**config.mk**
```make
export PLATFORM = sky130hd
export DESIGN_NAME = eul_cordic
export DESIGN_NICKNAME = d
export VERILOG_FILES = /design/src/eul_pkg.sv /design/src/eul_cordic.sv
export SDC_FILE = /design/constraint.sdc
export NUM_CORES = 2
export LEC_CHECK = 0
export BUFFER_PORTS_ARGS = -buffer_cell sky130_fd_sc_hd__clkbuf_2
export CAP_MARGIN = 10
export CORE_ASPECT_RATIO = 1.4
export CORE_MARGIN = 2
export CORE_UTILIZATION = 70
export DETAILED_ROUTE_END_ITERATION = 8
export PLACE_DENSITY_LB_ADDON = 0.05
export SYNTH_ARGS = -nofsm -noshare
export SYNTH_HDL_FRONTEND = slang
export SYNTH_SLANG_ARGS = --single-unit
export TNS_END_PERCENT = 30
```
**constraint.sdc**
```tcl
create_clock -name clk -period 14.15 [get_ports clk]
set_input_delay 0.7075 -clock clk [delete_from_list [all_inputs] [get_ports clk]]
set_output_delay 0.7075 -clock clk [all_outputs]
set_load 0.1 [all_outputs]
```
**src/eul_pkg.sv**
```systemverilog
// ---------------------------------------------------------------------------
// eul_pkg
// shared types, constants and the cordic arctangent table
// ---------------------------------------------------------------------------
package eul_pkg;

  localparam int IN_W     = 16;   // matrix element width, q1.14
  localparam int OP_W     = 17;   // cordic operand width, holds a negated element
  localparam int CW       = 36;   // cordic x/y datapath width
  localparam int ZW       = 25;   // angle accumulator width, q.20 radians
  localparam int RW       = 18;   // rounded angle width before saturation
  localparam int SQ_STEPS = 15;   // root digits for a 29-bit radicand
  localparam int SQ_VW    = 29;   // radicand width
  localparam int SQ_RW    = 30;   // root working width
  localparam int ROOT_W   = 15;   // root result width
  localparam int TAB_LEN  = 24;

  localparam logic signed [ZW-1:0] PI_Q20      = 25'sd3294199;
  localparam logic signed [RW-1:0] PI_Q13      = 18'sd25736;
  localparam logic signed [RW-1:0] HALF_PI_Q13 = 18'sd12868;
  localparam logic signed [IN_W-1:0] ONE_Q14   = 16'sd16384;

  // operands and flags carried alongside the root
  typedef struct packed {
    logic signed [IN_W-1:0] r02;
    logic signed [OP_W-1:0] xa_y;
    logic signed [OP_W-1:0] xa_x;
    logic signed [OP_W-1:0] za_y;
    logic signed [OP_W-1:0] za_x;
    logic                   sing_pos;
    logic                   sing_neg;
  } side_t;

  function automatic logic signed [ZW-1:0] atan_q20(input int i);
    logic signed [ZW-1:0] r;
    case (i)
      0:  r = 25'sd823550;
      1:  r = 25'sd486170;
      2:  r = 25'sd256879;
      3:  r = 25'sd130396;
      4:  r = 25'sd65451;
      5:  r = 25'sd32757;
      6:  r = 25'sd16383;
      7:  r = 25'sd8192;
      8:  r = 25'sd4096;
      9:  r = 25'sd2048;
      10: r = 25'sd1024;
      11: r = 25'sd512;
      12: r = 25'sd256;
      13: r = 25'sd128;
      14: r = 25'sd64;
      15: r = 25'sd32;
      16: r = 25'sd16;
      17: r = 25'sd8;
      18: r = 25'sd4;
      19: r = 25'sd2;
      20: r = 25'sd1;
      default: r = '0;
    endcase
    return r;
  endfunction

endpackage

```
**src/eul_cordic.sv**
```systemverilog
// ---------------------------------------------------------------------------
// eul_cordic
// pipelined vectoring cordic, atan2(y, x) in q.20 radians
// ---------------------------------------------------------------------------
module eul_cordic #(
  parameter int STAGES = 16
) (
  input  logic                             clk,
  input  logic                             rst,
  input  logic                             in_valid,
  input  logic signed [eul_pkg::OP_W-1:0]  x_in,
  input  logic signed [eul_pkg::OP_W-1:0]  y_in,
  output logic                             out_valid,
  output logic signed [eul_pkg::ZW-1:0]    z_out
);

  localparam int CW = eul_pkg::CW;

  logic                        vld  [0:STAGES];
  logic                        zero [0:STAGES];
  logic signed [CW-1:0]        xr   [0:STAGES];
  logic signed [CW-1:0]        yr   [0:STAGES];
  logic signed [eul_pkg::ZW-1:0] zr [0:STAGES];

  logic signed [eul_pkg::OP_W-1:0] xs, ys;

  // fold the left half plane onto the right, starting from +-pi
  assign xs = x_in[eul_pkg::OP_W-1] ? -x_in : x_in;
  assign ys = x_in[eul_pkg::OP_W-1] ? -y_in : y_in;

  always_ff @(posedge clk) begin
    if (rst) begin
      vld[0] <= 1'b0;
    end else begin
      vld[0] <= in_valid;
    end
    zero[0] <= (x_in == '0) && (y_in == '0);
    xr[0]   <= CW'(xs) <<< 16;
    yr[0]   <= CW'(ys) <<< 16;
    if (x_in[eul_pkg::OP_W-1]) begin
      zr[0] <= y_in[eul_pkg::OP_W-1] ? -eul_pkg::PI_Q20 : eul_pkg::PI_Q20;
    end else begin
      zr[0] <= '0;
    end
  end

  for (genvar i = 0; i < STAGES; i++) begin : g_iter
    always_ff @(posedge clk) begin
      if (rst) begin
        vld[i+1] <= 1'b0;
      end else begin
        vld[i+1] <= vld[i];
      end
      zero[i+1] <= zero[i];
      if (yr[i] > 0) begin
        xr[i+1] <= xr[i] + (yr[i] >>> i);
        yr[i+1] <= yr[i] - (xr[i] >>> i);
        zr[i+1] <= zr[i] + eul_pkg::atan_q20(i);
      end else begin
        xr[i+1] <= xr[i] - (yr[i] >>> i);
        yr[i+1] <= yr[i] + (xr[i] >>> i);
        zr[i+1] <= zr[i] - eul_pkg::atan_q20(i);
      end
    end
  end

  assign out_valid = vld[STAGES];
  assign z_out     = zero[STAGES] ? '0 : zr[STAGES];

endmodule

```
# --- Word-level counts from Yosys, hierarchy flattened ---
# Memory sizes are Yosys's and may differ from the RTL's.
# Index checks and enable logic that the tools add are counted.
word_totals:
  latch_bits: 0
  mem_bits_rw: 1683
  word_cells: 311
  rom_bits: 0
  mem_count: 5
  ff_bits: 0
mem_list:
  columns: ["memory", "words", "word_bits", "read_ports", "rd_clocked_by_memory_dff", "write_ports", "line", "text"]
  rows:
  - ["xr", 17, 36, 16, 0, 17, "eul_cordic.sv:21", "logic signed [CW-1:0] xr [0:STAGES];"]
  - ["yr", 17, 36, 16, 0, 17, "eul_cordic.sv:22", "logic signed [CW-1:0] yr [0:STAGES];"]
  - ["zr", 17, 25, 17, 0, 17, "eul_cordic.sv:23", "logic signed [eul_pkg::ZW-1:0] zr [0:STAGES];"]
  - ["vld", 17, 1, 17, 0, 17, "eul_cordic.sv:19", "logic vld [0:STAGES];"]
  - ["zero", 17, 1, 17, 0, 17, "eul_cordic.sv:20", "logic zero [0:STAGES];"]
op_classes:
  n_lt_le_gt_ge: 16
  multipliers: 0
  addsub: 97
  shifts: 0
  n_eq_ne: 0
  reduce_logical: 3
  n_bitwise: 66
  n_div: 0
  n_mux: 124
op_table:
  columns: ["cell", "n"]
  rows:
  - ["2-to-1 mux 36 bit", 32]
  - ["> comparator 36 x 1 -> 1 bit (second input constant)", 16]
  - ["2-to-1 mux 25 bit", 19]
  - ["adder 36 x 21 -> 36 bit", 2]
  - ["adder 36 x 22 -> 36 bit", 2]
  - ["adder 36 x 23 -> 36 bit", 2]
  - ["adder 36 x 24 -> 36 bit", 2]
  - ["adder 36 x 25 -> 36 bit", 2]
  - ["adder 36 x 26 -> 36 bit", 2]
  - ["adder 36 x 27 -> 36 bit", 2]
  - ["adder 36 x 28 -> 36 bit", 2]
  - ["adder 36 x 29 -> 36 bit", 2]
  - ["adder 36 x 30 -> 36 bit", 2]
  - ["adder 36 x 31 -> 36 bit", 2]
  - ["adder 36 x 32 -> 36 bit", 2]
  - ["adder 36 x 33 -> 36 bit", 2]
  - ["adder 36 x 34 -> 36 bit", 2]
  - ["adder 36 x 35 -> 36 bit", 2]
  - ["subtractor 36 x 21 -> 36 bit", 2]
  - ["subtractor 36 x 22 -> 36 bit", 2]
  - ["subtractor 36 x 23 -> 36 bit", 2]
  - ["subtractor 36 x 24 -> 36 bit", 2]
  - ["subtractor 36 x 25 -> 36 bit", 2]
  - ["subtractor 36 x 26 -> 36 bit", 2]
  - ["other kinds (47)", 197]

# --- Logic depth before layout (Yosys ltp) ---
depth:
  depth_word: 4
  depth_mapped: 27

# --- Least setup slack after synthesis ---
# Ideal clock, no wire load.
synth_timing:
  kind: "reg2reg"
  startpoint: "mem yr[12][21]"
  endpoint: "mem yr[13][34]"
  path_buffers: 1
  stages_incl_launch_ff: 26
  setup_slack_ns: 7.822
  arrival_ns: 6.202
  setup_time_ns: 0.127
  path_cell_list: "dfxtp_1 or4_1 nor4_2 nand2b_1 nor4_2 nand2_1 nor2_1 nand4_1 nor2b_1 inv_2 clkbuf_1 nor2_1 xor2_1 ha_1 a21o_1 a21oi_1 o21bai_1 a2111oi_0 o31ai_1 a221oi_1 o21bai_1 a41oi_1 o21ai_0 o41ai_1 nand4b_1 nand4_1"
synth_rtl:
  columns: ["element", "line"]
  rows:
  - ["from (decl)", "eul_cordic.sv:22"]

==> flow_summary.ini <==
[global_routing]
number_of_antenna_violations_at_the_first_check_in_global_routing = 8
grt_max_degree = 52
grt_first_pass_wirelength_um = 425700
aggregate_global_route_resource_usage_pct = 37.90
number_of_global_route_vias_before_repair = 83760
overflow = 0

[logic_synthesis]
synth_async_sr_flop_share_pct = 0
netlist-cell-type-count = 97
synthesis.instances = 11170
yosysSeqAreaShare_pct = 28.83
dominant_synthesized_flop_cell = sky130_fd_sc_hd__dfxtp_1
yosys.area_share.simple_pct = 16.07
synthesis.yosys.warnings = 0
combinational_family_with_the_most_area_after_synthesis = compound AO/OA/AOI/OAI gates
synthMuxAreaShare_pct = 0.2375
synth_commonest_cells = sky130_fd_sc_hd__dfxtp_1, sky130_fd_sc_hd__ha_1, sky130_fd_sc_hd__xnor2_1
post_synth_fa_ha_maj_area_fraction_pct = 16.38
synthXorXnorAreaFrac_pct = 14.92
synth_compound_gate_area_share_pct = 20.90
synth_seq_cells = 1373
avgSynthCellArea_um2 = 8.540
syn-num-nets = 12420
post-synth-top-count-cell = sky130_fd_sc_hd__dfxtp_1
synth_top_area_share_pct = 28.83
syn_area_um2 = 95350
yosys-top-cells-area = sky130_fd_sc_hd__dfxtp_1, sky130_fd_sc_hd__ha_1, sky130_fd_sc_hd__xnor2_1
synth_top_area_cell = sky130_fd_sc_hd__dfxtp_1
synth-edff-count = 0

[route]
via_count = 83690
detailedRoute.firstIterationViolations = 5538
postRouteAntennaNets = 0
detailedRoute.firstPassIterationCount = 7
finalWirelength_um = 271500
detail_route.vias_per_cell = 6.358
wl_per_cell_um = 20.62
drc_errors = 0

[placed_design]
gp_routability_congestion = 1.004
port_buffers = 62
detailed_place_hpwl_um = 213200

[clock_tree]
clock_pin_slew_worst_setup_and_hold_paths_ns = 0.06
total_clock_sinks = 1373
h-tree-depth = 4
clockRootBuffer = sky130_fd_sc_hd__clkbuf_16
cts_buffers = 136
deepest_clock_path_buffer_count = 3
post_cts.repair.setup_buffers = 0
clkLatencyLatePin_ns = 0.85
cts_resized = 0
cts_tree = yes

[timing]
layout_worst_path_cycle_share_pct = 53.21
finalWorstPathRequiredPeriod_ns = 7.529
finalHoldViolCount = 0
rsz_0062_raised_after_global_routing = no
max-slew-margin-rel_pct = 17.32
fin_worst_skew_ns = 0.05984
fmax_mhz = 132.8
worstMarginPinSlew_ns = 1.231
fin_setup_tns_ns = 0
drv_slew = 0
setup_violations = 0

[worst_hold_path]
hold_path.class = primary input to flop

[die]
start_util_pct = 70.35
die-height_um = 440.7
dieWidth_um = 315.9
std_cell_rows = 160
fp.dieArea_um2 = 139200
io-pin-count = 63
core_area_um2 = 135500

[flow_run]
max_cap_viol_count = 0

[run_status]
status = finished clean

[critical_path]
worst-endpoint-arrival_ns = 8.24
criticalPathCategory = flop to flop
slowest_library_cell_on_the_worst_path = sky130_fd_sc_hd__or4_1
critPathRequiredTime_ns = 14.86
critPathCaptureType = flop
timing.critical_path.max_delay_family = compound AO/OA/AOI/OAI gates
worst-path-max-fanout = 36
worstPathCellList = or4_1 -> or3_1 -> nor4_1 -> nand3b_1 -> nor3_1 -> a21oi_4 -> buf_4 -> clkinv_1 -> nor2_1 -> xnor2_1 -> ha_1 -> a21oi_1 -> nor2b_1 -> a22o_1 -> o41ai_2 -> o22ai_1 -> a221o_1 -> a221oi_1 -> o21ai_1 -> a311oi_1 -> a211oi_1 -> o21a_1 -> xor2_1
critPathMaxStageDelay_ns = 0.59
path_buf_inv = 2
crit_path_start_kind = flop

[cells_and_area]
area_growth_syn_to_layout_pct = 7.812
nets = 12530
drive_gt1_share_pct = 3.982
[cells by family after synthesis]
family | after synthesis
flops | 1373
mux | 22
fa+ha+maj | 1222
xor+xnor | 1623
buf+inv | 675
simple gates | 3134
compound gates | 3116
[per-layer routing]
metal	routed length [um]	GRT usage (%)	vias up	part of all wire (%)
met5	40	0	-	0.015
met4	21020	27.19	6	7.7
met3	13900	5.733	1143	5.1
met2	138400	70.09	2871	51
met1	98170	38.55	39460	36
li1	-	-	40220	-
[layout make-up]
type	count	area, um2
Antenna cell	4	10.01
Clock buffer	170	3751
Clock inverter	79	1324
Fill cell	9860	32740
Inverter	540	2027
Multi-Input combinational cell	9117	65380
Sequential cell	1373	27490
Tap cell	1782	2230
Timing Repair Buffer	98	583.1
[what timing repair did]
item / in CTS / in global routing
hold buffers: 2 / 0
endpoints found under the setup margin: 0 / 0
hold endpoints to repair: 2 / 0
[through the flow]
step                cells  hold WS [ns]  utilization [%]  instance area (um2)  worst slack, ns
floorplan           11170        0.3096                -                95350            7.822
global placement    12910        0.3099            72.08                97680            6.833
detailed placement  12910        0.3121            72.08                97680            6.730
CTS                 13160       0.01911            75.83               102800            6.659
global route        13160       0.05150            75.84               102800            6.019
finish              13160       0.06175            75.85               102800            6.621
[sequential cells by signal, indices dropped and copies added, names as in the netlist]
| signal | count |
|---|---|
| vld | 17 |
| xr | 443 |
| yr | 493 |
| zero | 17 |
| zr | 403 |
[cells in the final DEF, fill, tap and decap left out, types with 116 or more instances in the layout]
master                      instances
sky130_fd_sc_hd__nor2_1           902
sky130_fd_sc_hd__a21oi_1          936
sky130_fd_sc_hd__nand3_1          216
sky130_fd_sc_hd__clkbuf_16        136
sky130_fd_sc_hd__o21ai_0          648
sky130_fd_sc_hd__nor4_1           116
sky130_fd_sc_hd__o21bai_1         169
sky130_fd_sc_hd__dfxtp_1         1373
sky130_fd_sc_hd__xnor2_1         1129
sky130_fd_sc_hd__nor2b_1          181
sky130_fd_sc_hd__o21a_1           140
sky130_fd_sc_hd__or3_1            137
sky130_fd_sc_hd__inv_1            529
sky130_fd_sc_hd__a21o_1           409
sky130_fd_sc_hd__nand2b_1         151
sky130_fd_sc_hd__nor3_1           318
sky130_fd_sc_hd__ha_1            1178
sky130_fd_sc_hd__o31ai_1          159
sky130_fd_sc_hd__nand2_1          667
sky130_fd_sc_hd__xor2_1           493
[worst paths after layout]
kind                  start         to  slack, ns  cells after the start
setup / recovery  yr[6][16]  xr[7][32]       6.62                     23
hold / removal     y_in[16]  zr[0][21]       0.06                      2
setup reg to reg  yr[6][16]  xr[7][32]       6.62                     23
hold reg to reg   zr[12][6]  zr[13][6]       0.31                      0
Power is left out: the tool's default activity adds up to more than one toggle a clock period on the data nets, which glitch-free logic cannot reach.
