### config.mk
export PLATFORM = sky130hd
export DESIGN_NAME = eul_isqrt
export DESIGN_NICKNAME = d
export VERILOG_FILES = /design/src/eul_pkg.sv /design/src/eul_isqrt.sv
export SDC_FILE = /design/constraint.sdc
export NUM_CORES = 1
export LEC_CHECK = 0
export ABC_CLOCK_PERIOD_IN_PS = 5950
export BUFFER_PORTS_ARGS = -buffer_cell sky130_fd_sc_hd__buf_2
export CAP_MARGIN = 0
export CORE_MARGIN = 4
export CORE_UTILIZATION = 45
export DETAILED_ROUTE_END_ITERATION = 7
export HOLD_SLACK_MARGIN = 0.05
export MAX_ROUTING_LAYER = met4
export SYNTH_ARGS = -nofsm -noshare
export SYNTH_HDL_FRONTEND = slang
export SYNTH_SLANG_ARGS = --single-unit
### constraint.sdc
create_clock -name clk -period 5.95 [get_ports clk]
set_clock_uncertainty 0.15 [all_clocks]
set_input_delay 0.595 -clock clk [delete_from_list [all_inputs] [get_ports clk]]
set_output_delay 0.595 -clock clk [all_outputs]
set_load 0.02 [all_outputs]
### src/eul_pkg.sv
// ---------------------------------------------------------------------------
// eul_pkg
// shared types, constants and the cordic arctangent table
// ---------------------------------------------------------------------------
package eul_pkg;

  localparam int IN_W     = 16;   // matrix element width, q1.14
  localparam int OP_W     = 17;   // cordic operand width, holds a negated element
  localparam int CW       = 36;   // cordic x/y datapath width
  localparam int ZW       = 25;   // angle accumulator width, q.20 radians
  localparam int RW       = 18;   // rounded angle width before saturation
  localparam int SQ_STEPS = 15;   // root digits for a 29-bit radicand
  localparam int SQ_VW    = 29;   // radicand width
  localparam int SQ_RW    = 30;   // root working width
  localparam int ROOT_W   = 15;   // root result width
  localparam int TAB_LEN  = 24;

  localparam logic signed [ZW-1:0] PI_Q20      = 25'sd3294199;
  localparam logic signed [RW-1:0] PI_Q13      = 18'sd25736;
  localparam logic signed [RW-1:0] HALF_PI_Q13 = 18'sd12868;
  localparam logic signed [IN_W-1:0] ONE_Q14   = 16'sd16384;

  // operands and flags carried alongside the root
  typedef struct packed {
    logic signed [IN_W-1:0] r02;
    logic signed [OP_W-1:0] xa_y;
    logic signed [OP_W-1:0] xa_x;
    logic signed [OP_W-1:0] za_y;
    logic signed [OP_W-1:0] za_x;
    logic                   sing_pos;
    logic                   sing_neg;
  } side_t;

  function automatic logic signed [ZW-1:0] atan_q20(input int i);
    logic signed [ZW-1:0] r;
    case (i)
      0:  r = 25'sd823550;
      1:  r = 25'sd486170;
      2:  r = 25'sd256879;
      3:  r = 25'sd130396;
      4:  r = 25'sd65451;
      5:  r = 25'sd32757;
      6:  r = 25'sd16383;
      7:  r = 25'sd8192;
      8:  r = 25'sd4096;
      9:  r = 25'sd2048;
      10: r = 25'sd1024;
      11: r = 25'sd512;
      12: r = 25'sd256;
      13: r = 25'sd128;
      14: r = 25'sd64;
      15: r = 25'sd32;
      16: r = 25'sd16;
      17: r = 25'sd8;
      18: r = 25'sd4;
      19: r = 25'sd2;
      20: r = 25'sd1;
      default: r = '0;
    endcase
    return r;
  endfunction

endpackage

### src/eul_isqrt.sv
// ---------------------------------------------------------------------------
// eul_isqrt
// pipelined floor square root of 2^28 - r02^2, one digit per stage
// ---------------------------------------------------------------------------
module eul_isqrt (
  input  logic                               clk,
  input  logic                               rst,
  input  logic                               in_valid,
  input  logic signed [31:0]                 sq,
  input  eul_pkg::side_t                     side_in,
  output logic                               out_valid,
  output logic [eul_pkg::ROOT_W-1:0]         root,
  output eul_pkg::side_t                     side_out
);

  localparam int N = eul_pkg::SQ_STEPS;

  logic                          vld  [0:N];
  logic [eul_pkg::SQ_VW-1:0]     rad  [0:N];
  logic [eul_pkg::SQ_RW-1:0]     res  [0:N];
  eul_pkg::side_t                sd   [0:N];

  // input stage: radicand, wraps like the unsigned original when singular
  always_ff @(posedge clk) begin
    if (rst) begin
      vld[0] <= 1'b0;
    end else begin
      vld[0] <= in_valid;
    end
    rad[0] <= eul_pkg::SQ_VW'(33'sd268435456 - 33'(sq));
    res[0] <= '0;
    sd[0]  <= side_in;
  end

  for (genvar k = 0; k < N; k++) begin : g_step
    localparam logic [eul_pkg::SQ_RW-1:0] BIT = eul_pkg::SQ_RW'(1) << (28 - 2 * k);
    logic [eul_pkg::SQ_RW-1:0] trial;
    assign trial = res[k] + BIT;
    always_ff @(posedge clk) begin
      if (rst) begin
        vld[k+1] <= 1'b0;
      end else begin
        vld[k+1] <= vld[k];
      end
      if (eul_pkg::SQ_RW'(rad[k]) >= trial) begin
        rad[k+1] <= eul_pkg::SQ_VW'(eul_pkg::SQ_RW'(rad[k]) - trial);
        res[k+1] <= (res[k] >> 1) + BIT;
      end else begin
        rad[k+1] <= rad[k];
        res[k+1] <= res[k] >> 1;
      end
      sd[k+1] <= sd[k];
    end
  end

  assign out_valid = vld[N];
  assign root      = res[N][eul_pkg::ROOT_W-1:0];
  assign side_out  = sd[N];

endmodule

* Word level (Yosys, flattened, before mapping) *
Memory sizes are Yosys's and may differ from the RTL's.
Cells that the tools add are included.

cells by class
  order comparisons = 15
  bitwise operators = 46
  mux-type cells = 94
  $add $sub $neg = 46

operator list
  operator                                                          count
  29-bit by 30-bit >= comparator with 1-bit output                  15
  30-bit 2-to-1 mux                                                 15
  29-bit 2-to-1 mux                                                 15
  29-bit subtractor                                                 15
  1-bit 2-to-1 mux                                                  64
  1-bit OR                                                          46
  29-bit by 1-bit adder with 30-bit output, second input constant   1
  29-bit by 11-bit adder with 30-bit output, second input constant  1
  29-bit by 13-bit adder with 30-bit output, second input constant  1
  29-bit by 15-bit adder with 30-bit output, second input constant  1
  29-bit by 17-bit adder with 30-bit output, second input constant  1
  29-bit by 19-bit adder with 30-bit output, second input constant  1
  29-bit by 21-bit adder with 30-bit output, second input constant  1
  29-bit by 23-bit adder with 30-bit output, second input constant  1
  29-bit by 25-bit adder with 30-bit output, second input constant  1
  29-bit by 27-bit adder with 30-bit output, second input constant  1
  29-bit by 29-bit adder with 30-bit output, second input constant  1
  29-bit by 3-bit adder with 30-bit output, second input constant   1
  29-bit by 5-bit adder with 30-bit output, second input constant   1
  29-bit by 7-bit adder with 30-bit output, second input constant   1
  29-bit by 9-bit adder with 30-bit output, second input constant   1
  30-bit by 1-bit adder with 30-bit output, second input constant   1
  30-bit by 11-bit adder with 30-bit output, second input constant  1
  30-bit by 13-bit adder with 30-bit output, second input constant  1
  other kinds (13)                                                  13

storage, ports and cells
  input port bits = 121
  output and inout port bits = 102
  register bits = 0
  memory bits (writable) = 2,336
  logic and storage cells = 205
  memories kept = 4

memories
  memory  words  width  read ports  clocked after memory_dff  wr ports  RTL line         RTL
  sd      16     86     16          0                         16        eul_isqrt.sv:21  eul_pkg::side_t sd [0:N];
  res     16     30     16          0                         16        eul_isqrt.sv:20  logic [eul_pkg::SQ_RW-1:0] res [0:N];
  rad     16     29     15          0                         16        eul_isqrt.sv:19  logic [eul_pkg::SQ_VW-1:0] rad [0:N];
  vld     16     1      16          0                         16        eul_isqrt.sv:18  logic vld [0:N];

* Longest topological paths before layout *
Gate-level depths: netlist (run 1).

  word-level depth = 5
  depth in mapped cells = 12
  gate-level depth less buffers = 9

* Worst setup path before layout (run 1) *
OpenSTA, ideal clock, no wires.

  kind = register -> register
  start = memory res[1][101] in the netlist's numbering
  end = memory rad[1][140] in the netlist's numbering
  period minus slack after synthesis = 2,626 ps
  path slack = 3,324 ps
  buffers on the path = 0
  arrival = 2,405 ps
  stages on the path, launching flop included = 10
  data required time = 5,728 ps
  cells stage by stage = dfxtp_1 > inv_1 > ha_1 > a211oi_2 > nor2_1 > o311a_4 > nand2b_1 > or4_4 > nor4b_2 > xor2_1

RTL lines
  item         RTL line
  from (decl)  eul_isqrt.sv:20
  to (decl)    eul_isqrt.sv:19

==> results of run 1 <==
==> where the power goes <==
group,switching [mW],internal [mW],leakage (nW),total [mW]
combinational,2.00,1.79,6.06,3.78
sequential,0.712,14.5,16.4,15.2
clock,4.57,6.42,2.87,11.0
total,7.28,22.7,25.3,30.0
==> state kept, by name (all words and copies together) (netlist names) <==
register  flops
rad         435
res         120
vld          16
sd         1376
==> final cells by class <==
type / count / area [µm²] / area share
clock buffers: 257 / 5040 / 0.0861
clock inverters: 63 / 867 / 0.0148
repair buffers: 358 / 2480 / 0.0424
flip-flops and latches: 1947 / 39000 / 0.666
multi-input cells: 1240 / 8780 / 0.150
inverters: 161 / 604 / 0.0103
well taps: 1403 / 1760 / 0.0300
==> layout by cell type, fill, tap and decap left out, drive strengths merged, types with 7 or more instances in the layout <==
cell type | synthesis | layout
nor3 | 53 | 53
o21a | 25 | 25
or2 | 7 | 7
buf | 14 | 222
nand2b | 31 | 31
mux2i | 8 | 8
clkbuf | 14 | 257
ha | 132 | 132
nor2b | 34 | 34
nor2 | 116 | 116
dfxtp | 1947 | 1947
nand4 | 25 | 25
nand4b | 7 | 7
inv | 161 | 167
xor2 | 81 | 81
a21o | 34 | 34
o21bai | 8 | 8
a211oi | 13 | 13
or3 | 17 | 17
clkinv | 0 | 41
o21ai | 102 | 102
a31oi | 10 | 10
or4 | 17 | 17
mux2 | 23 | 23
bufinv | 0 | 11
o31ai | 12 | 12
and2 | 8 | 8
a21oi | 87 | 87
nand2 | 116 | 116
nand3 | 25 | 25
nand3b | 10 | 10
xnor2 | 94 | 94
nor4 | 61 | 61
nor4b | 9 | 9
dlygate4sd3 | 0 | 136
==> critical path, delay by kind of cell, from the launching register on <==
family	cells	cell delay, ns
AOI/OAI and AO/OA	4	1.69
xor gates and xnor gates	1	0.20
adders and majority gates	1	0.35
buffers and inverters	1	0.05
DFF	1	0.34
and+or+nand+nor	2	0.28
==> path summary, 6_finish.rpt <==
| check | slack (ns) | depth (start not counted) | start | endpoint |
|---|---|---|---|---|
| min reg2reg | 0.16 | 0 | sd[13][48]$_DFF_P_ | sd[14][48]$_DFF_P_ |
| max | 2.76 | 9 | res[1][42]$_DFF_P_ | rad[1][86]$_DFF_P_ |
| max reg2reg | 2.76 | 9 | res[1][42]$_DFF_P_ | rad[1][86]$_DFF_P_ |
| min | 0.16 | 0 | sd[13][48]$_DFF_P_ | sd[14][48]$_DFF_P_ |
==> metrics by stage <==
step	hold WS (ns)	worst slack [ns]	cell area [µm²]	total power, mW	util
6_report	0.162	2.76	58500	30.0	0.546
5_1_grt	0.165	2.49	58500	31.6	0.546
4_1_cts	0.159	2.73	58500	30.4	0.546
3_5_place_dp	0.162	2.79	51200	19.2	0.479
3_3_place_gp	0.159	2.79	51200	19.1	0.479
2_1_floorplan	0.160	3.32	48500	18.2	-
==> cell families after synthesis <==
kind of cell | count (synthesis) | synth area share
buf+inv | 189 | 0.0154
other cells | 1 | 0.0000773
simple gates | 560 | 0.0628
mux | 31 | 0.00699
fa+ha+maj | 133 | 0.0345
compound gates | 340 | 0.0449
flops | 1947 | 0.804
xor+xnor | 175 | 0.0316
==> timing repair <==
action | 4_1_cts | 5_1_grt
endpoints found under the setup margin | 0 | 0
endpoints found under the hold margin | 131 | 0
hold buffers | 136 | 0
==> metal layers <==
metal / share of wire / vias to the layer above / track usage / routed length (µm)
li1: - / 12195 / - / -
met1: 0.43 / 10364 / 0.130 / 27600
met2: 0.49 / 372 / 0.202 / 31700
met3: 0.046 / 154 / 0.0331 / 2960
met4: 0.036 / 0 / 0.0577 / 2320
met5: 0 / - / - / 0
==> impl_results.md, run 1 <==
- P per Cell Area: 512 mW/mm²
- Post-Layout Cell Count: 5429
- First-pass GRT wire length: 107000 µm
- Post-CTS setup buffer count: 0
- Nets: 4139
- Placed cell count: 4973
- Worst Path Arrival: around 3.6 ns
- Worst stage delay on the critical path: 0.81 ns
- Clk buf depth: 3
- Vias in the first global route: between 20000 and 25000
- Antenna violations before repair: 1
- Top cells by count, synth: 1947 x dfxtp_1, 160 x inv_1, 132 x ha_1, 116 x nand2_1, 115 x nor2_1
- Leakage: approximately 25 nW
- IO Pins: 223
- Syn nets: around 3600
- Synth warnings: 0
- Max Transition Viols Final: 0
- CTS root buf: clkbuf_16
- Die area: 0.113 mm²
- Commonest register cell after synthesis: dfxtp_1
- Period minus WS final: 3.19 ns
- Post-CTS sizing: 0
- Worst Path Max Fanout: 26
- CP Capture Type: register
- Core area: 0.107 mm²
- TritonCTS Buffers: 177
- Kind of critical path: reg2reg
- Synth cell types: 81
- Port Buffer Count: 219
- Clk Latency, worst-skew pair: 0.74 ns
- Status: complete, no violations
- Maximum number of pins on one net before global-route repair: 31
- Most frequent cell after synthesis: dfxtp_1
- Final setup viols: 0
- Share of layout cells above drive strength 1: 0.138
- Worst VDD drop: between 0.3 and 0.4 mV
- Antenna viol nets, final: 0
- Clock slew at reported path FFs: 0.06 ns
- FF+latch count, synth: ~1900
- Max-slew headroom: 0.245
- Mapped Cells: 3376
- Async set or reset register ratio after synthesis: 0
- FP Rows: 120
- ANT cells: 0
- Total clock sinks: 1947
- Fillers: a little under 9000
- Top cell type by total area after synthesis: dfxtp_1
- Routed vias/inst: between 4 and 5
- TritonCTS clock tree: done
- Crit-path slowest cell: o21a_1
- Chip Height: 336 µm
- RSZ-0062 raised after global routing: false
- Hpwl dp: 42000 µm
- Aggregate routed wire length: 64600 µm
- TritonRoute pass-1 iters: 5
- Mapped Area: 0.0485 mm²
- Max cap viols: 0
- Worst Setup Start Kind: register
- Global route total overflow: 0
- WP data required: 6.40 ns
- Sequential cell area fraction in the yosys report: 0.804
- Residual DRC: 0
- Post-synth EDFFs: 0
- Tcrit/Tclk final: 0.536
- Final hold violation count: 0
- H-tree depth: 4
- Total GRT Usage: 0.119
- Ranking of synthesized cells by area: dfxtp_1 80%, ha_1 3.4%, xnor2_1 1.7%
- Via count: between 20000 and 25000
- Hold Crit Class: reg2reg
- Post-Syn Area per Cell: 14.4 µm²
- Width of the chip: 336 µm
- GP Congestion: between 0.8 and 0.9
- Initial core utilization: 0.453
- Starting DRT DRC Count: roughly 900
- TNS Setup: 0 ns
- Synthesis-to-finish area growth: 20.6%
- Mean routed wirelength per cell: ~12 µm
- Max Fclk: 313 MHz
- Cell chain of the critical path: inv_1, ha_1, nor2b_1, o31a_1, nor3_1, o21ai_0, o21a_1, o2111ai_1, xnor2_1
- Synth top area share: 0.804
- Worst Tran Pin Value: 1.13 ns
Power figures use the tool's default switching activity.
==> run 2: changes to the inputs <==
--- a/config.mk
+++ b/config.mk
@@ -5,7 +5,8 @@
 export SDC_FILE = /design/constraint.sdc
 export NUM_CORES = 1
 export LEC_CHECK = 0
-export ABC_CLOCK_PERIOD_IN_PS = 5950
+export ABC_AREA = 1
+export ABC_CLOCK_PERIOD_IN_PS = 3000
 export BUFFER_PORTS_ARGS = -buffer_cell sky130_fd_sc_hd__buf_2
 export CAP_MARGIN = 0
 export CORE_MARGIN = 4
==> constraint.sdc (replaced) <==
create_clock -name clk -period 3 [get_ports clk]
set_clock_uncertainty 0.15 [all_clocks]
set_input_delay 0.3 -clock clk [delete_from_list [all_inputs] [get_ports clk]]
set_output_delay 0.3 -clock clk [all_outputs]
set_load 0.02 [all_outputs]
==> impl_results.md, run 2 <==
- Worst VDD drop: 0.742 mV
- Synth cell types: 44
- Worst Path Arrival: 3.12 ns
- Top cell type by total area after synthesis: dfxtp_1
- Tcrit/Tclk final: 0.854
- Port Buffer Count: about 220
- Aggregate routed wire length: around 90000 µm
- Placed inst area: 0.0553 mm²
- FF+latch count, synth: ~1900
- Leakage: 29.5 nW
- Die area: roughly 0.12 mm²
- Worst Path Max Fanout: 4
- Setup Slack @ Placement: between 0.5 and 0.6 ns
- H-tree depth: 4
- Vias in the first global route: 29630
- CP Capture Type: register
- Max Transition Viols Final: 0
- RSZ-0062 raised after global routing: false
- Post-CTS sizing: 0
- Kind of critical path: in2reg
- Worst Tran Pin Value: 0.518 ns
- Post-Syn Area per Cell: 11.1 µm²
- Fin worst setup slack: 0.439 ns
- Commonest cells after routing, fill and taps aside: 1947 x dfxtp_1, 1032 x nand2_1, 517 x inv_1
- Antenna violations before repair: 0
- GP Congestion: 0.901
- Clk buf depth: 3
- Post-synth EDFFs: 0
- TritonRoute pass-1 iters: 6
- TNS Setup: 0 ns
- Chip Height: 349 µm
- Sequential cell area fraction in the yosys report: 0.744
- Hold Crit Class: reg2reg
- Width of the chip: 349 µm
- Final setup viols: 0
- Maximum number of pins on one net before global-route repair: 27
- Status: complete, no violations
- Core Util, Final: 0.557
- FP Rows: 124
- Nets: 5602
- Period minus WS final: 2.56 ns
- Hpwl dp: 62900 µm
- Mapped Cells: approximately 4700
- Met1 Use GR: 0.181
- Max cap viols: 0
- Synth warnings: 0
- CTS root buf: clkbuf_16
- Final Cell Area: around 0.064 mm²
- Share of layout cells above drive strength 1: 0.113
- IO Pins: approximately 220
- Final hold violation count: 0
- Total clock sinks: slightly below 2000
- Clock slew at reported path FFs: 0.06 ns
- Largest regs: sd: 1376 flops, rad: 435 flops, res: 120 flops
- Most Crowded Layer GR: met2
- Via count: 29880
- Most flops, register: sd
- Clk Latency, worst-skew pair: 0.77 ns
- Mapped Area: 0.0524 mm²
- Worst stage delay on the critical path: 0.56 ns
- Fillers: 9686
- Async set or reset register ratio after synthesis: 0
- P per Cell Area: between 1000 and 1500 mW/mm²
- Global route total overflow: 0
- Met3 GRT Util: 0.0282
- Total power: 65.5 mW
- ANT cells: 0
- Mean routed wirelength per cell: 12.8 µm
- Syn nets: roughly 5000
- Synthesis-to-finish area growth: 22.2%
- Synth top area share: 0.744
- Commonest register cell after synthesis: dfxtp_1
- TritonCTS Buffers: 178
- Largest register FFs: 1376
- First-pass GRT wire length: 146000 µm
- Initial core utilization: 0.456
- Most frequent cell after synthesis: dfxtp_1
- Grt met2 use: 0.257
- Max-slew headroom: 0.652
- Worst Setup Start Kind: input port
- Crit-path slowest cell: dlygate4sd3_1
- Most common cell after layout, fill and taps aside: dfxtp_1
- Starting DRT DRC Count: approximately 1400
- WP data required: 3.56 ns
- Antenna viol nets, final: 0
- Core area: between 0.1 and 0.15 mm²
- Residual DRC: 0
- Routed vias/inst: between 4 and 5
- Total GRT Usage: 0.153
- Top cells by count, synth: 1947 x dfxtp_1, 1032 x nand2_1, 517 x inv_1, 351 x nor2_1, 187 x nand3_1
- TritonCTS clock tree: done
- Max Fclk: ~390 MHz
- Cell chain of the critical path: dlygate4sd3_1, buf_2, nor2_1, and3_1, inv_1, nor2_1, nand3b_1, nor2_1, nand2_1, dlygate4sd3_1, nand2_1, dlygate4sd3_1
- Ranking of synthesized cells by area: dfxtp_1 74%, nand2_1 7.4%, inv_1 3.7%
## run 2: cell type report
cell class / count / area [µm²] / share of cell area
Clock buffer: 251 / 5150 / 0.0804
Clock inverter: 81 / 1240 / 0.0193
Inverter: 535 / 2010 / 0.0314
Multi-Input combinational cell: 2218 / 11200 / 0.175
Sequential cell: 1947 / 39000 / 0.609
Tap cell: 1512 / 1890 / 0.0295
Timing Repair Buffer: 468 / 3560 / 0.0556
## run 2: cell families after synthesis
logic type,Yosys count,share of synthesized area
compound gates,212,0.0229
xor+xnor,109,0.0182
fa+ha+maj,133,0.0319
buf+inv,559,0.0423
flops,1947,0.744
other cells,1,0.0000715
simple gates,1763,0.141
## run 2: timing repair
item	in CTS	in global routing
setup buffers	0	0
hold endpoints to repair	131	0
hold buffers	232	0
## run 2: metal layers
layer  vias up  wire [µm]  part of all wire
met2       529      42900              0.48
met4         0       3020             0.034
met3       209       3700             0.041
met1     13248      40200              0.45
met5         -          0                 0
li1      15894          -                 -
## run 2: path summary, 6_finish.rpt
kind	startpoint	end	slack, ns	cells after the start
worst min register to register	sd[6][54]$_DFF_P_	sd[7][54]$_DFF_P_	0.13	0
worst max-delay path	sq[3]	rad[0][27]$_DFF_P_	0.44	12
worst max register to register	res[1][137]$_DFF_P_	rad[1][154]$_DFF_P_	0.55	14
worst min-delay path	sd[6][54]$_DFF_P_	sd[7][54]$_DFF_P_	0.13	0
## run 2: power by group
| group | leakage, nW | internal [mW] | switching, mW | total (mW) |
|---|---|---|---|---|
| clock | 3.09 | 13.7 | 9.56 | 23.3 |
| combinational | 9.98 | 4.35 | 7.46 | 11.8 |
| sequential | 16.4 | 28.8 | 1.63 | 30.4 |
## run 2: critical path, delay by kind of cell
family	cells	cell delay (ns)
buf+inv	5	1.85
simple gates	7	0.98
## run 2: per-stage QoR
stage	hold WS (ns)	std cells
after floorplan	0.160	4724
after global placement	0.160	6448
after detailed placement	0.162	6448
after CTS	0.0523	7012
after global routing	0.0749	7012
final	0.127	7012
==> run 3: changes to the inputs <==
--- a/config.mk
+++ b/config.mk
@@ -14,6 +14,7 @@
 export DETAILED_ROUTE_END_ITERATION = 7
 export HOLD_SLACK_MARGIN = 0.05
 export MAX_ROUTING_LAYER = met4
+export RECOVER_POWER = 50
 export SYNTH_ARGS = -nofsm -noshare
 export SYNTH_HDL_FRONTEND = slang
 export SYNTH_SLANG_ARGS = --single-unit
==> impl_results.md, run 3 (same netlist as run 2, synthesis figures left out) <==
- Status: complete, no violations
- Routed vias/inst: 4.26
- Synthesis-to-finish area growth: 22.2%
- Vias in the first global route: 29630
- Worst VDD drop: 0.742 mV
- TritonRoute pass-1 iters: 6
- Reg-to-Reg Start: res[1][137]$_DFF_P_
- First-pass GRT wire length: 146000 µm
- Setup slack, reg-to-reg: 0.56 ns
- Worst Setup SP: sq[3]
- Nets: between 5000 and 6000
- Global route total overflow: 0
- Commonest cells after routing, fill and taps aside: 1947 x dfxtp_1, 1032 x nand2_1, 517 x inv_1
- Die area: 0.122 mm²
- Hold Crit Class: reg2reg
- Hold WS: 0.127 ns
- Worst Path Arrival: 3.12 ns
- Leakage: around 29 nW
- Total clock sinks: roughly 1900
- Fillers: 9685
- Largest register FFs: 1376
- Final setup viols: 0
- Max cap viols: 0
- Max Fclk: 390 MHz
- Starting DRT DRC Count: 1367
- Maximum number of pins on one net before global-route repair: 27
- Share of layout cells above drive strength 1: 0.113
- Placed cell count: 6448
- Max-slew headroom: 0.652
- P per Cell Area: 1020 mW/mm²
- H-tree depth: 4
- Post-CTS sizing: 0
- R2R Path End: rad[1][154]$_DFF_P_
- Width of the chip: 349 µm
- Max Transition Viols Final: 0
- Clk Latency, worst-skew pair: roughly 0.77 ns
- TritonCTS Buffers: roughly 180
- Total GRT Usage: 0.153
- Antenna violations before repair: 0
- Antenna viol nets, final: 0
- Worst Tran Pin Value: slightly above 0.5 ns
- Port Buffer Count: 219
- Most common cell after layout, fill and taps aside: dfxtp_1
- CP Capture Type: register
- Aggregate routed wire length: 89800 µm
- Final hold violation count: 0
- FP Rows: ~120
- ANT cells: 0
- RSZ-0062 raised after global routing: false
- GP Congestion: ~0.90
- Via count: 29884
- WP data required: 3.56 ns
- Period minus WS final: 2.56 ns
- Worst Setup Start Kind: input port
- Post-CTS setup buffer count: 0
- Mean routed wirelength per cell: 12.8 µm
- CTS root buf: clkbuf_16
- R2R cell count: 14
- TNS Setup: 0 ns
- Post-Layout Cell Count: approximately 7000
- Most flops, register: sd
- Initial core utilization: 0.456
- Worst Path Max Fanout: 4
- Clk buf depth: 3
- Hpwl dp: ~63000 µm
- Kind of critical path: in2reg
- IO Pins: 223
- Core Util, Final: 0.557
- Worst setup path endpoint: rad[0][27]$_DFF_P_
- Residual DRC: 0
- TritonCTS clock tree: done
- Clock slew at reported path FFs: 0.06 ns
- Largest regs: sd: 1376 flops, rad: 435 flops, res: 120 flops
- Chip Height: roughly 350 µm
- Core area: approximately 0.11 mm²
- Tcrit/Tclk final: 0.854
==> run 3: changes by cell type in the layout (fill, tap and decap cells not counted), sizes merged <==
cell,delta
clkbuf,+2
buf,-2
==> run 3: layout make-up <==
type | count | area (µm²) | share of cell area
Tap cell | 1512 | 1890 | 0.0295
Inverter | 535 | 2010 | 0.0314
Clock inverter | 81 | 1240 | 0.0193
Clock buffer | 251 | 5150 | 0.0804
Sequential cell | 1947 | 39000 | 0.609
Timing Repair Buffer | 468 | 3560 | 0.0555
Multi-Input combinational cell | 2218 | 11200 | 0.175
==> run 3: metrics by stage <==
stage | power (mW) | area [µm²] | setup slack [ns]
after floorplan | 39.1 | 52400 | 1.12
after global placement | 42.5 | 55300 | 0.571
after detailed placement | 42.6 | 55300 | 0.556
after CTS | 66.4 | 64000 | 0.494
after global routing | 69.4 | 64000 | 0.290
final | 65.5 | 64000 | 0.439
==> run 3: critical path, cell delays in order <==
cell and delay (ns):
dlygate4sd3_1 0.56, buf_2 0.14, nor2_1 0.12, and3_1 0.26, inv_1 0.06, nor2_1 0.15
nand3b_1 0.20, nor2_1 0.14, nand2_1 0.05, dlygate4sd3_1 0.55, nand2_1 0.06, dlygate4sd3_1 0.54
==> run 3: worst min path at each step <==
stage	start	to	cells after the start
6_report	sd[6][54]$_DFF_P_	sd[7][54]$_DFF_P_	0
5_1_grt	sd[4][25]$_DFF_P_	sd[5][25]$_DFF_P_	0
4_1_cts	side_in[74]	sd[0][74]$_DFF_P_	2
3_5_place_dp	rad[0][13]$_DFF_P_	rad[0][42]$_DFF_P_	0
3_3_place_gp	sd[9][57]$_DFF_P_	sd[10][57]$_DFF_P_	0
2_1_floorplan	rad[0][0]$_DFF_P_	rad[0][29]$_DFF_P_	0
==> run 3: timing repair <==
action / 4_1_cts / 5_1_grt
hold buffers: 232 / 0
endpoints found under the hold margin: 131 / 0
setup endpoints to repair: 0 / 0
==> run 3: routing by layer <==
| metal | vias to the layer above | GRT usage | share of wire |
|---|---|---|---|
| li1 | 15894 | - | - |
| met1 | 13252 | 0.181 | 0.45 |
| met2 | 529 | 0.257 | 0.48 |
| met3 | 209 | 0.0282 | 0.041 |
| met4 | 0 | 0.0649 | 0.034 |
| met5 | - | - | 0 |
==> run 3: power by group <==
| part | internal [mW] | leakage, nW | total (mW) | switching (mW) |
|---|---|---|---|---|
| Sequential | 28.8 | 16.4 | 30.4 | 1.63 |
| Clock | 13.7 | 3.09 | 23.3 | 9.56 |
| Combinational | 4.35 | 9.98 | 11.8 | 7.46 |
